===== src/hdl/cpfm_div.sv =====
// Iterative restoring divider: one quotient bit per cycle on a shared subtractor.
`timescale 1ns / 1ps

module cpfm_div #(
  parameter int unsigned DividendW = 21,
  parameter int unsigned DivisorW  = 13
) (
  input  logic                 clk_i,
  input  logic                 rst_ni,
  input  logic                 start_i,
  input  logic [DividendW-1:0] dividend_i,
  input  logic [DivisorW-1:0]  divisor_i,
  output logic                 done_o,
  output logic [DividendW-1:0] quotient_o
);

  localparam int unsigned StepW = $clog2(DividendW + 1);

  logic                 busy_q;
  logic                 done_q;
  logic [StepW-1:0]     step_q;
  logic [DividendW-1:0] num_q;
  logic [DivisorW-1:0]  den_q;
  logic [DivisorW-1:0]  rem_q;
  logic [DivisorW-1:0]  rem_d;
  logic [DivisorW:0]    shifted;
  logic                 take;

  // Shift in the next dividend bit and try to subtract the divisor.
  assign shifted = {rem_q, num_q[DividendW-1]};
  assign take    = (shifted >= {1'b0, den_q});
  always_comb begin
    if (take) begin
      rem_d = DivisorW'(shifted - {1'b0, den_q});
    end else begin
      rem_d = shifted[DivisorW-1:0];
    end
  end

  // Step counter and handshake flags.
  always_ff @(posedge clk_i or negedge rst_ni) begin
    if (!rst_ni) begin
      busy_q <= 1'b0;
      done_q <= 1'b0;
      step_q <= '0;
    end else begin
      done_q <= 1'b0;
      if (start_i) begin
        busy_q <= 1'b1;
        step_q <= StepW'(DividendW);
      end else if (busy_q) begin
        step_q <= step_q - StepW'(1);
        if (step_q == StepW'(1)) begin
          busy_q <= 1'b0;
          done_q <= 1'b1;
        end
      end
    end
  end

  // Operand and partial remainder registers; quotient bits fill num_q from the bottom.
  always_ff @(posedge clk_i) begin
    if (start_i) begin
      num_q <= dividend_i;
      den_q <= divisor_i;
      rem_q <= '0;
    end else if (busy_q) begin
      num_q <= {num_q[DividendW-2:0], take};
      rem_q <= rem_d;
    end
  end

  assign done_o     = done_q;
  assign quotient_o = num_q;

endmodule


===== config.mk =====
export PLATFORM = sky130hd
export DESIGN_NAME = cpfm_div
export DESIGN_NICKNAME = d
export VERILOG_FILES = /design/src/hdl/cpfm_div.sv
export SDC_FILE = /design/constraint.sdc
export NUM_CORES = 1
export LEC_CHECK = 0
export BUFFER_PORTS_ARGS = -buffer_cell sky130_fd_sc_hd__buf_2
export CAP_MARGIN = 0
export CELL_PAD_IN_SITES_DETAIL_PLACEMENT = 1
export CELL_PAD_IN_SITES_GLOBAL_PLACEMENT = 1
export CORE_ASPECT_RATIO = 2
export CORE_MARGIN = 4
export CORE_UTILIZATION = 30
export DETAILED_ROUTE_END_ITERATION = 8
export HOLD_SLACK_MARGIN = 0.1
export PLACE_DENSITY = 0.65
export SETUP_SLACK_MARGIN = 0.2
export SYNTH_ARGS = -nofsm -noshare
export SYNTH_HDL_FRONTEND = slang
export SYNTH_SLANG_ARGS = --single-unit

===== constraint.sdc =====
create_clock -name clk_i -period 2.75 [get_ports clk_i]
set_clock_uncertainty 0.1 [all_clocks]
set_input_delay 0.275 -clock clk_i [delete_from_list [all_inputs] [get_ports clk_i]]
set_output_delay 0.275 -clock clk_i [all_outputs]
set_load 0.03 [all_outputs]

======== Yosys cells after proc, flatten, opt, wreduce, memory -nomap -nowiden ========
Cells that the tools add are included.
storage, ports and cells
  bits in registers ....................... 54
  input port bits ......................... 37
  output and inout bits ................... 22
operators by class
  add/sub/neg operators ................... 2
  magnitude comparators ................... 1
  muxes and demuxes ....................... 11
  reduce and logical (&&, ||, !) cells .... 1
  equality and inequality tests ........... 1
operators by type and width
  operator                                           number
  2-to-1 mux 21 bit                                  2
  >= comparator 14 x 13 -> 1 bit                     1
  2-to-1 mux 13 bit                                  1
  subtractor 13 bit                                  1
  2-to-1 mux 5 bit                                   2
  2-to-1 mux 1 bit                                   6
  == test 5 x 1 -> 1 bit (second input constant)     1
  subtractor 5 x 1 -> 5 bit (second input constant)  1
  nonzero test 2 bit                                 1

======== Depth between registers and ports, before layout ========
Gate-level depths: netlist of run 1.
  depth after elaboration ................. 4
  gate-level depth with buffers ........... 10
  depth with buffers taken out ............ 9

======== Worst setup path before layout of run 1 ========
Ideal clock, no wire load.
  kind .................................... reg2reg
  start point ............................. register num_q[20] (netlist: quotient_o[20])
  end point ............................... register rem_q[10]
  cell stages (with the launch flop) ...... 10
  clock period less this slack ............ 2.559 ns
  slack ................................... 0.191 ns
  arrival time ............................ 2.368 ns
  path through ............................ edfxtp_1 > inv_1 > ha_1 > fa_1 > nor2b_4 > o31a_1 > o31ai_4 > a21o_1 > a221o_1 > a311oi_1
on the way
  longest elaborated chain between the ends .. 2
RTL lines
  element                                                                     RTL line  text
  start, declared                                                             22        logic [DividendW-1:0] num_q;
  start signal, assigned                                                      64        num_q <= dividend_i;
  start signal, assigned                                                      68        num_q <= {num_q[DividendW-2:0], take};
  subtractor 13 bit / >= comparator 14 x 13 -> 1 bit (equally long branches)  34, 31
  2-to-1 mux 13 bit (*)                                                       33        if (take) begin
  end signal, assigned                                                        69        rem_q <= rem_d;
  end, declared                                                               24        logic [DivisorW-1:0] rem_q;
Every way passes the cells marked *; elsewhere a longest branch is shown, timed or not.
A chain may end at the register's enable or synchronous reset.

======== Worst setup path after layout of run 1 ========
Same ends and word-level chain as after synthesis.

==> impl_metrics.env, run 1 <==
export IMPL_outcome="completed"
export IMPL_rows=51
export IMPL_overflow=0
export IMPL_synth_seq_cells=54
export IMPL_crit_arrival_ns=2.72
export IMPL_max_freq_ghz=0.383
export IMPL_grt_use_total_pct=14.4
export IMPL_p_leak_uw=0.00163
export IMPL_maxCapViolCount=0
export IMPL_ff2ff_path_depth=10
export IMPL_hold_viol=0
export IMPL_path_cells="inv_1, ha_2, fa_2, nor2b_4, o31a_1, o31ai_4, a21o_4, buf_6, a221o_1, a311oi_2"
export IMPL_path_class="reg2reg"
export IMPL_routedWlPerCell_um=17.2
export IMPL_antennaDiodeCount=0
export IMPL_drt_pass1_iterations=4
export IMPL_cp_end_kind="flip-flop"
export IMPL_finalSetupViolations=0
export IMPL_grt_pass1_vias=2600
export IMPL_max_vdd_ir_drop_mv=0.442
export IMPL_cpPeakStageDelay_ns=0.39
export IMPL_cts_tree="done"
export IMPL_initial_core_util_pct=30.7
export IMPL_cts_inserted_buffers=5
export IMPL_die_h_um=149
export IMPL_synth_edf_count=34
export IMPL_die_area_um2=11700
export IMPL_endpoint="rem_q[10]$_SDFFE_PP0P_"
export IMPL_avgSynthCellArea_um2=11.3
export IMPL_coreArea_um2=9700
export IMPL_crit_path_start="quotient_o[20]$_DFFE_PP_"
export IMPL_crit_required_ns=2.86
export IMPL_globalplace_congestion=0.882
export IMPL_crit_fanout=6
export IMPL_grt_antenna_before_repair=0
export IMPL_drive_gt1_share_pct=37.8
export IMPL_antenna_left=0
export IMPL_clock_sinks=54
export IMPL_worst_path_buf_inv=2
export IMPL_dp_hpwl_um=6160
export IMPL_die_width_um=78.4
export IMPL_vias=2406
export IMPL_clock_latency_ns=0.30
export IMPL_drt_total_wl_um=8260
export IMPL_layout_common_cells="buf_2, edfxtp_1, mux2_2"
export IMPL_yosys_most_used_dff="edfxtp_1"
export IMPL_powerDensity_nw_per_um2=854
export IMPL_htreeDepth=2
export IMPL_grt_pass1_wl_um=12900
export IMPL_slowest_stage="fa_2"
export IMPL_ff2ff_setup_slack_ns=0.14
export IMPL_period_share_pct=94.8
export IMPL_cts_clk_slew_worst_paths_ns=0.07
export IMPL_synth_fp_nets=317
export IMPL_hold_class="in2reg"
export IMPL_worst_pin_slew_ns=0.736
export IMPL_min_period_ns=2.61
export IMPL_yosysWarningCount=0
export IMPL_nets=401
export IMPL_final_common_cell="buf_2"
export IMPL_portBuffers=58
export IMPL_setup_tns_ns=0
export IMPL_synth_distinct_cells=54
export IMPL_total_power_uw=3310
export IMPL_cts_buffer_depth=2
export IMPL_io_pin_count=59
export IMPL_initialDrtViolationCount=105
export IMPL_min_delay_start="dividend_i[9]"
export IMPL_cpLargestDelayFamily="compound AO/OA/AOI/OAI gates"
export IMPL_max_slew_margin_rel_pct=50.4
export IMPL_rr_endpoint="rem_q[10]$_SDFFE_PP0P_"
export IMPL_netlist_instances=264
export IMPL_r2r_start="quotient_o[20]$_DFFE_PP_"
export IMPL_clockRootBuffer="clkbuf_16"
export IMPL_cp_depth=10
export IMPL_area_delta_synth_final_pct=30.5
export IMPL_async_reset_ff_share_pct=13.0
export IMPL_critPathLaunchType="flip-flop"
export IMPL_drc=0
export IMPL_routed_via_density=5.00
export IMPL_finalMaxSlewViolations=0
export IMPL_grt_max_degree=24
export IMPL_ys_seq_area_share_pct=48.9
export IMPL_rsz0062_at_grt="yes"
export IMPL_synth_area_um2=2980
how the worst min path moves through the flow:
stage | end | cells after the start
2_1_floorplan | busy_q$_DFF_PN0_ | 0
3_3_place_gp | done_o$_DFF_PN0_ | 1
3_5_place_dp | step_q[3]$_DFFE_PN0P_ | 1
4_1_cts | quotient_o[11]$_DFFE_PP_ | 2
5_1_grt | quotient_o[11]$_DFFE_PP_ | 2
6_report | quotient_o[9]$_DFFE_PP_ | 2
kinds of logic (layout without fill, tap and decap cells):
family | Yosys count | count (layout) | synth area share, %
XOR/XNOR | 11 | 11 | 3.24
buffers and inverters | 31 | 116 | 4.20
AO/OA/AOI/OAI | 63 | 63 | 15.6
multiplexers | 23 | 23 | 8.66
AND/OR/NAND/NOR | 66 | 66 | 12.4
adder cells (fa/ha/maj) | 16 | 16 | 6.98
flip-flops | 54 | 54 | 48.9
routing by layer:
layer / vias up / track usage (%) / routed length, um
met3: 13 / 2.36 / 243
met2: 59 / 29.6 / 5040
li1: 1151 / - / -
met1: 1183 / 12.8 / 2770
met4: 0 / 7.27 / 211
met5: - / 0 / 0
state kept, by name, summed over array words and instances, names as in the netlist:
| signal | count |
|---|---|
| busy_q | 1 |
| den_q | 13 |
| done_o | 1 |
| quotient_o | 21 |
| rem_q | 13 |
| step_q | 5 |
per-stage QoR:
step	instances	hold WS [ns]	setup slack (ns)	cell area, um^2	util, %
3_3_place_gp	450	0.0150	0.278	3440	35.5
5_1_grt	481	0.156	0.0387	3880	40.0
6_report	481	0.170	0.142	3880	40.0
4_1_cts	472	0.162	0.194	3760	38.8
3_5_place_dp	450	0.0190	0.187	3440	35.5
2_1_floorplan	264	-0.121	0.251	2980	-
repair_timing:
action	in CTS	in global routing
pin swaps	0	8
gates cloned	0	1
setup endpoints to repair	3	14
gates resized for setup	2	15
hold buffers	14	0
setup buffers	0	8
endpoints found under the hold margin	20	0
synthesized netlist by cell type, types with 7 or more instances:
cell type	instances	area [um^2]
edfxtp_1	34	1020
mux2_2	22	248
inv_1	18	67.6
ha_1	15	188
nor2_1	15	56.3
dfxtp_1	13	260
a21oi_1	12	60.1
a311oi_1	11	96.3
clkbuf_1	11	41.3
o21ai_0	11	55.1
nand2_1	10	37.5
nand3_1	10	50.1
dfrtp_1	7	175
area by class of cell:
class                   instances  area (um^2)
repair buffers                 90          573
well taps                     132          165
flip-flops and latches         54         1460
inverters                      18         67.6
fillers                      1130         5820
clock buffers                   5          125
multi-input cells             179         1450
clock inverters                 3         43.8
power breakdown:
group	internal, uW	total (uW)	switching (uW)
combinational	641	1440	799
clock	432	741	308
sequential	1020	1130	114
total	2090	3310	1220
(Power assumes the default switching activity.)
==> inputs of run 2 (changes only) <==
--- a/config.mk
+++ b/config.mk
@@ -14,8 +14,7 @@
 export CORE_UTILIZATION = 30
 export DETAILED_ROUTE_END_ITERATION = 8
 export HOLD_SLACK_MARGIN = 0.1
-export PLACE_DENSITY = 0.65
-export SETUP_SLACK_MARGIN = 0.2
+export PLACE_DENSITY = 0.61
 export SYNTH_ARGS = -nofsm -noshare
 export SYNTH_HDL_FRONTEND = slang
 export SYNTH_SLANG_ARGS = --single-unit
==> run 2 against run 1 <==
Routed wire length decreased by 3.9%. Die area unchanged. Clock power shrank 13%. Critical path depth shrank 1. First-iteration DRC count shrank 4.8%. Global-route usage fell by 0.29 points. Cell count fell by 1.2%. Cell area decreased by 2.1%. Register-to-register slack lost 0.05 ns. Worst hold slack gained 0.0055 ns. Combinational power down 4%. Worst setup slack lost 0.053 ns. Largest cell class unchanged.
==> impl_metrics.env, run 2 (synthesized netlist as in run 1, its figures left out) <==
export IMPL_drc=0
export IMPL_globalplace_congestion=0.766
export IMPL_ff2ff_setup_slack_ns=0.09
export IMPL_drive_gt1_share_pct=35.3
export IMPL_period_share_pct=96.7
export IMPL_critPathLaunchType="flip-flop"
export IMPL_overflow=0
export IMPL_grt_pass1_wl_um=12700
export IMPL_layout_common_cells="buf_2, edfxtp_1, mux2_2"
export IMPL_routedWlPerCell_um=16.7
export IMPL_final_core_util_pct=39.2
export IMPL_cts_tree="done"
export IMPL_htreeDepth=2
export IMPL_area_delta_synth_final_pct=27.7
export IMPL_maxCapViolCount=0
export IMPL_min_to="quotient_o[8]$_DFFE_PP_"
export IMPL_clock_sinks=54
export IMPL_cts_clk_slew_worst_paths_ns=0.07
export IMPL_grt_pass1_vias=2581
export IMPL_slowest_stage="edfxtp_1"
export IMPL_coreArea_um2=9700
export IMPL_grt_max_degree=31
export IMPL_hold_viol=0
export IMPL_min_period_ns=2.66
export IMPL_rr_endpoint="rem_q[10]$_SDFFE_PP0P_"
export IMPL_largest_register_ffs=21
export IMPL_finalSetupViolations=0
export IMPL_portBuffers=58
export IMPL_grt_antenna_before_repair=0
export IMPL_powerDensity_nw_per_um2=828
export IMPL_initialDrtViolationCount=100
export IMPL_path_class="reg2reg"
export IMPL_die_h_um=149
export IMPL_rows=51
export IMPL_outcome="completed"
export IMPL_die_area_um2=11700
export IMPL_initial_core_util_pct=30.7
export IMPL_grt_use_total_pct=14.1
export IMPL_drt_total_wl_um=7940
export IMPL_hold_class="in2reg"
export IMPL_clock_latency_ns=0.30
export IMPL_min_path_cells=2
export IMPL_dp_hpwl_um=6160
export IMPL_setup_tns_ns=0
export IMPL_cts_inserted_buffers=5
export IMPL_nets=395
export IMPL_max_slew_margin_rel_pct=54.7
export IMPL_total_power_uw=3150
export IMPL_vias=2325
export IMPL_finalMaxSlewViolations=0
export IMPL_routed_via_density=4.89
export IMPL_ff2ff_path_depth=9
export IMPL_fillers=1125
export IMPL_path_cells="ha_4, fa_2, nor2b_4, o31a_1, o31ai_4, a21o_2, buf_6, a221o_1, a311oi_1"
export IMPL_worst_pin_slew_ns=0.672
export IMPL_final_common_cell="buf_2"
export IMPL_antennaDiodeCount=0
export IMPL_crit_required_ns=2.85
export IMPL_antenna_left=0
export IMPL_crit_fanout=6
export IMPL_p_leak_uw=0.00158
export IMPL_rsz0062_at_grt="no"
export IMPL_crit_arrival_ns=2.76
export IMPL_io_pin_count=59
export IMPL_die_width_um=78.4
export IMPL_r2r_start="den_q[0]$_DFFE_PP_"
export IMPL_cp_end_kind="flip-flop"
export IMPL_max_vdd_ir_drop_mv=0.381
export IMPL_max_freq_ghz=0.376
export IMPL_cts_buffer_depth=2
export IMPL_min_delay_start="dividend_i[8]"
export IMPL_clockRootBuffer="clkbuf_16"
export IMPL_cpPeakStageDelay_ns=0.42
export IMPL_drt_pass1_iterations=4
==> run 2: how the worst max path moves through the flow <==
| stage | to | cells past startpoint | startpoint | slack, ns |
|---|---|---|---|---|
| 2_1_floorplan | rem_q[10]$_SDFFE_PP0P_ | 9 | quotient_o[20]$_DFFE_PP_ | 0.19 |
| 3_3_place_gp | quotient_o[0]$_DFFE_PP_ | 9 | quotient_o[20]$_DFFE_PP_ | 0.25 |
| 3_5_place_dp | rem_q[4]$_SDFFE_PP0P_ | 10 | quotient_o[20]$_DFFE_PP_ | 0.14 |
| 4_1_cts | rem_q[4]$_SDFFE_PP0P_ | 10 | quotient_o[20]$_DFFE_PP_ | 0.11 |
| 5_1_grt | rem_q[10]$_SDFFE_PP0P_ | 9 | den_q[0]$_DFFE_PP_ | 0.003 |
| 6_report | rem_q[10]$_SDFFE_PP0P_ | 9 | den_q[0]$_DFFE_PP_ | 0.09 |
==> run 2: per-layer routing <==
| metal | wire length [um] | share of wire [%] | global-route usage, % | up-vias |
|---|---|---|---|---|
| li1 | - | - | - | 1139 |
| met1 | 2730 | 34 | 12.9 | 1133 |
| met2 | 4820 | 61 | 29.5 | 46 |
| met3 | 278 | 3.5 | 2.72 | 7 |
| met4 | 106 | 1.3 | 4.73 | 0 |
| met5 | 0 | 0 | 0 | - |
==> run 2: critical path, delay by kind of cell, from the launching register on <==
kind                     cells  cell delay (ns)
buffers and inverters        1             0.13
adder cells (fa/ha/maj)      2             0.59
AO/OA/AOI/OAI                5             1.18
AND/OR/NAND/NOR              1             0.14
flip-flops                   1             0.42
==> run 2: where the power goes <==
| part | total [uW] | internal, uW | switching [uW] | leakage [uW] |
|---|---|---|---|---|
| Combinational | 1380 | 603 | 775 | 0.000976 |
| Clock | 642 | 342 | 300 | 0.0000675 |
| Sequential | 1130 | 1020 | 108 | 0.000536 |
| Total | 3150 | 1960 | 1180 | 0.00158 |
==> run 2: metrics by stage <==
step / hold slack (ns) / cells / area [um^2] / setup slack, ns
after floorplan: -0.121 / 264 / 2980 / 0.191
after CTS: 0.167 / 471 / 3730 / 0.111
final: 0.176 / 475 / 3800 / 0.0897
after detailed placement: 0.0192 / 449 / 3450 / 0.143
after global routing: 0.169 / 475 / 3800 / 0.00287
after global placement: 0.0193 / 449 / 3450 / 0.250
==> run 2: layout make-up <==
type	instances	area, um^2	area share (%)
well taps	132	165	4.35
clock buffers	6	129	3.39
repair buffers	84	541	14.2
clock inverters	2	16.3	0.428
flip-flops and latches	54	1460	38.3
inverters	18	67.6	1.78
multi-input cells	179	1430	37.5
==> run 2: what timing repair did <==
| action | 4_1_cts | 5_1_grt |
|---|---|---|
| setup buffers | 0 | 4 |
| endpoints found under the setup margin | 0 | 6 |
| gates resized for setup | 0 | 9 |
| hold endpoints to repair | 20 | 0 |
| hold buffers | 14 | 0 |
==> inputs of run 3 (changes only) <==
--- a/config.mk
+++ b/config.mk
@@ -15,6 +15,7 @@
 export DETAILED_ROUTE_END_ITERATION = 8
 export HOLD_SLACK_MARGIN = 0.1
 export PLACE_DENSITY = 0.61
+export RECOVER_POWER = 25
 export SYNTH_ARGS = -nofsm -noshare
 export SYNTH_HDL_FRONTEND = slang
 export SYNTH_SLANG_ARGS = --single-unit
==> run 3 against run 2 <==
The flow now finishes with violations (capacitance limit, slew limit). Critical path depth unchanged. Utilization about the same. Die area unchanged. Routed wire length about the same. Worst setup slack improved by 0.0013 ns. Clock power about the same. Register-to-register slack about the same. Sequential share of layout area about the same. Sequential cell count unchanged. Non-clock buffer count unchanged. Critical path type unchanged. Critical endpoint unchanged. Largest power group unchanged.
==> impl_metrics.env, run 3 (synthesized netlist as in run 1, its figures left out) <==
export IMPL_outcome="complete, but fails checks"
export IMPL_violations="capacitance limit, slew limit"
export IMPL_path_class="reg2reg"
export IMPL_p_sw_share_pct=37.6
export IMPL_initialDrtViolationCount=88
export IMPL_powerDensity_nw_per_um2=830
export IMPL_ff2ff_path_depth=9
export IMPL_clock_latency_ns=0.30
export IMPL_die_h_um=149
export IMPL_drt_pass1_iterations=4
export IMPL_ff_latch_area_um2=1460
export IMPL_rsz0062_at_grt="no"
export IMPL_coreArea_um2=9700
export IMPL_drive_gt1_share_pct=34.4
export IMPL_crit_arrival_ns=2.76
export IMPL_io_pin_count=59
export IMPL_min_period_ns=2.66
export IMPL_cts_inserted_buffers=5
export IMPL_p_switching_uw=1190
export IMPL_seq_power_share_pct=35.8
export IMPL_fillers=1128
export IMPL_largest_register_ffs=21
export IMPL_rows=51
export IMPL_setup_slack_ns=0.0910
export IMPL_setup_tns_ns=0
export IMPL_routedWlPerCell_um=16.7
export IMPL_internal_power_uw=1960
export IMPL_drt_total_wl_um=7950
export IMPL_vias=2309
export IMPL_min_to="quotient_o[8]$_DFFE_PP_"
export IMPL_die_width_um=78.4
export IMPL_cts_tree="done"
export IMPL_overflow=0
export IMPL_min_path_cells=2
export IMPL_layout_common_cells="buf_2, edfxtp_1, mux2_2"
export IMPL_routed_via_density=4.86
export IMPL_min_delay_start="dividend_i[8]"
export IMPL_max_slew_margin_rel_pct=-1.34
export IMPL_ff2ff_setup_slack_ns=0.09
export IMPL_globalplace_congestion=0.766
export IMPL_initial_core_util_pct=30.7
export IMPL_rr_endpoint="rem_q[10]$_SDFFE_PP0P_"
export IMPL_r2r_start="den_q[0]$_DFFE_PP_"
export IMPL_finalMaxSlewViolations=29
export IMPL_worst_pin_slew_ns=1.52
export IMPL_area_delta_synth_final_pct=27.6
export IMPL_dp_hpwl_um=6160
export IMPL_cts_clk_slew_worst_paths_ns=0.07
export IMPL_hold_class="in2reg"
export IMPL_hold_viol=0
export IMPL_cts_buffer_depth=2
export IMPL_power_frac_clock_pct=20.5
export IMPL_die_area_um2=11700
export IMPL_grt_max_degree=31
export IMPL_p_leak_uw=0.00157
export IMPL_multiInputGateArea_um2=1430
export IMPL_max_freq_ghz=0.376
export IMPL_antenna_left=0
export IMPL_crit_fanout=6
export IMPL_portBuffers=58
export IMPL_antennaDiodeCount=0
export IMPL_nets=395
export IMPL_cp_end_kind="flip-flop"
export IMPL_grt_use_total_pct=14.1
export IMPL_grt_antenna_before_repair=0
export IMPL_pre_cts_ws_ns=0.143
export IMPL_period_share_pct=96.7
export IMPL_critPathLaunchType="flip-flop"
export IMPL_grt_pass1_wl_um=12700
export IMPL_final_common_cell="buf_2"
export IMPL_maxCapViolCount=1
export IMPL_htreeDepth=2
export IMPL_p_comb_share_pct=43.7
export IMPL_crit_required_ns=2.85
export IMPL_grt_pass1_vias=2581
export IMPL_finalSetupViolations=0
export IMPL_max_vdd_ir_drop_mv=0.381
export IMPL_clockRootBuffer="clkbuf_16"
export IMPL_clock_sinks=54
export IMPL_drc=0
## run 3: cell types whose count changed in the layout (fill, tap and decap cells not counted), sizes merged
cell,previous run,this run
buf,70,67
clkbuf,6,9
## run 3: metrics by stage
step / hold slack [ns] / cells / util, % / cell area (um^2) / total power (uW)
finish: 0.175 / 475 / 39.1 / 3800 / 3150
global route: 0.170 / 475 / 39.1 / 3800 / 3370
CTS: 0.167 / 471 / 38.5 / 3730 / 3160
detailed placement: 0.0192 / 449 / 35.5 / 3450 / 2480
global placement: 0.0193 / 449 / 35.5 / 3450 / 2450
floorplan: -0.121 / 264 / - / 2980 / 2100
## run 3: power by group through the flow
stage / Sequential, uW / Clock (uW) / Combinational (uW)
6_report: 1130 / 644 / 1380
5_1_grt: 1150 / 698 / 1520
4_1_cts: 1130 / 670 / 1360
3_5_place_dp: 1140 / 0 / 1340
3_3_place_gp: 1140 / 0 / 1310
2_1_floorplan: 1200 / 0 / 895
## run 3: how the worst max path moves through the flow
stage	to	slack (ns)	from	cells past startpoint
2_1_floorplan	rem_q[10]$_SDFFE_PP0P_	0.19	quotient_o[20]$_DFFE_PP_	9
5_1_grt	rem_q[10]$_SDFFE_PP0P_	0.003	den_q[0]$_DFFE_PP_	9
3_5_place_dp	rem_q[4]$_SDFFE_PP0P_	0.14	quotient_o[20]$_DFFE_PP_	10
4_1_cts	rem_q[4]$_SDFFE_PP0P_	0.11	quotient_o[20]$_DFFE_PP_	10
3_3_place_gp	quotient_o[0]$_DFFE_PP_	0.25	quotient_o[20]$_DFFE_PP_	9
6_report	rem_q[10]$_SDFFE_PP0P_	0.09	den_q[0]$_DFFE_PP_	9
## run 3: routing by layer
metal  part of all wire, %  vias up  global-route usage [%]  wire [um]
met1                    34     1123                    12.9       2730
li1                      -     1136                       -          -
met4                   1.4        0                    4.73        110
met2                    61       44                    29.5       4840
met3                   3.4        6                    2.72        267
met5                     0        -                       0          0
## run 3: repair_timing
action | CTS | global route
resized for setup | 0 | 9
setup endpoints to repair | 0 | 6
hold buffers | 14 | 0
setup buffers | 0 | 4
hold endpoints to repair | 20 | 0
## run 3: area by class of cell
class                   instances  share of cell area (%)
flip-flops and latches         54                    38.4
multi-input cells             179                    37.5
repair buffers                 84                    14.1
well taps                     132                    4.35
clock buffers                   6                    3.39
inverters                      18                    1.78
clock inverters                 2                   0.428
## run 3: critical path, stage by stage (launching register included)
cell and delay [ns]:
edfxtp_1 0.42, ha_4 0.19, fa_2 0.40, nor2b_4 0.14
o31a_1 0.22, o31ai_4 0.11, a21o_2 0.28, buf_6 0.13
a221o_1 0.31, a311oi_1 0.26
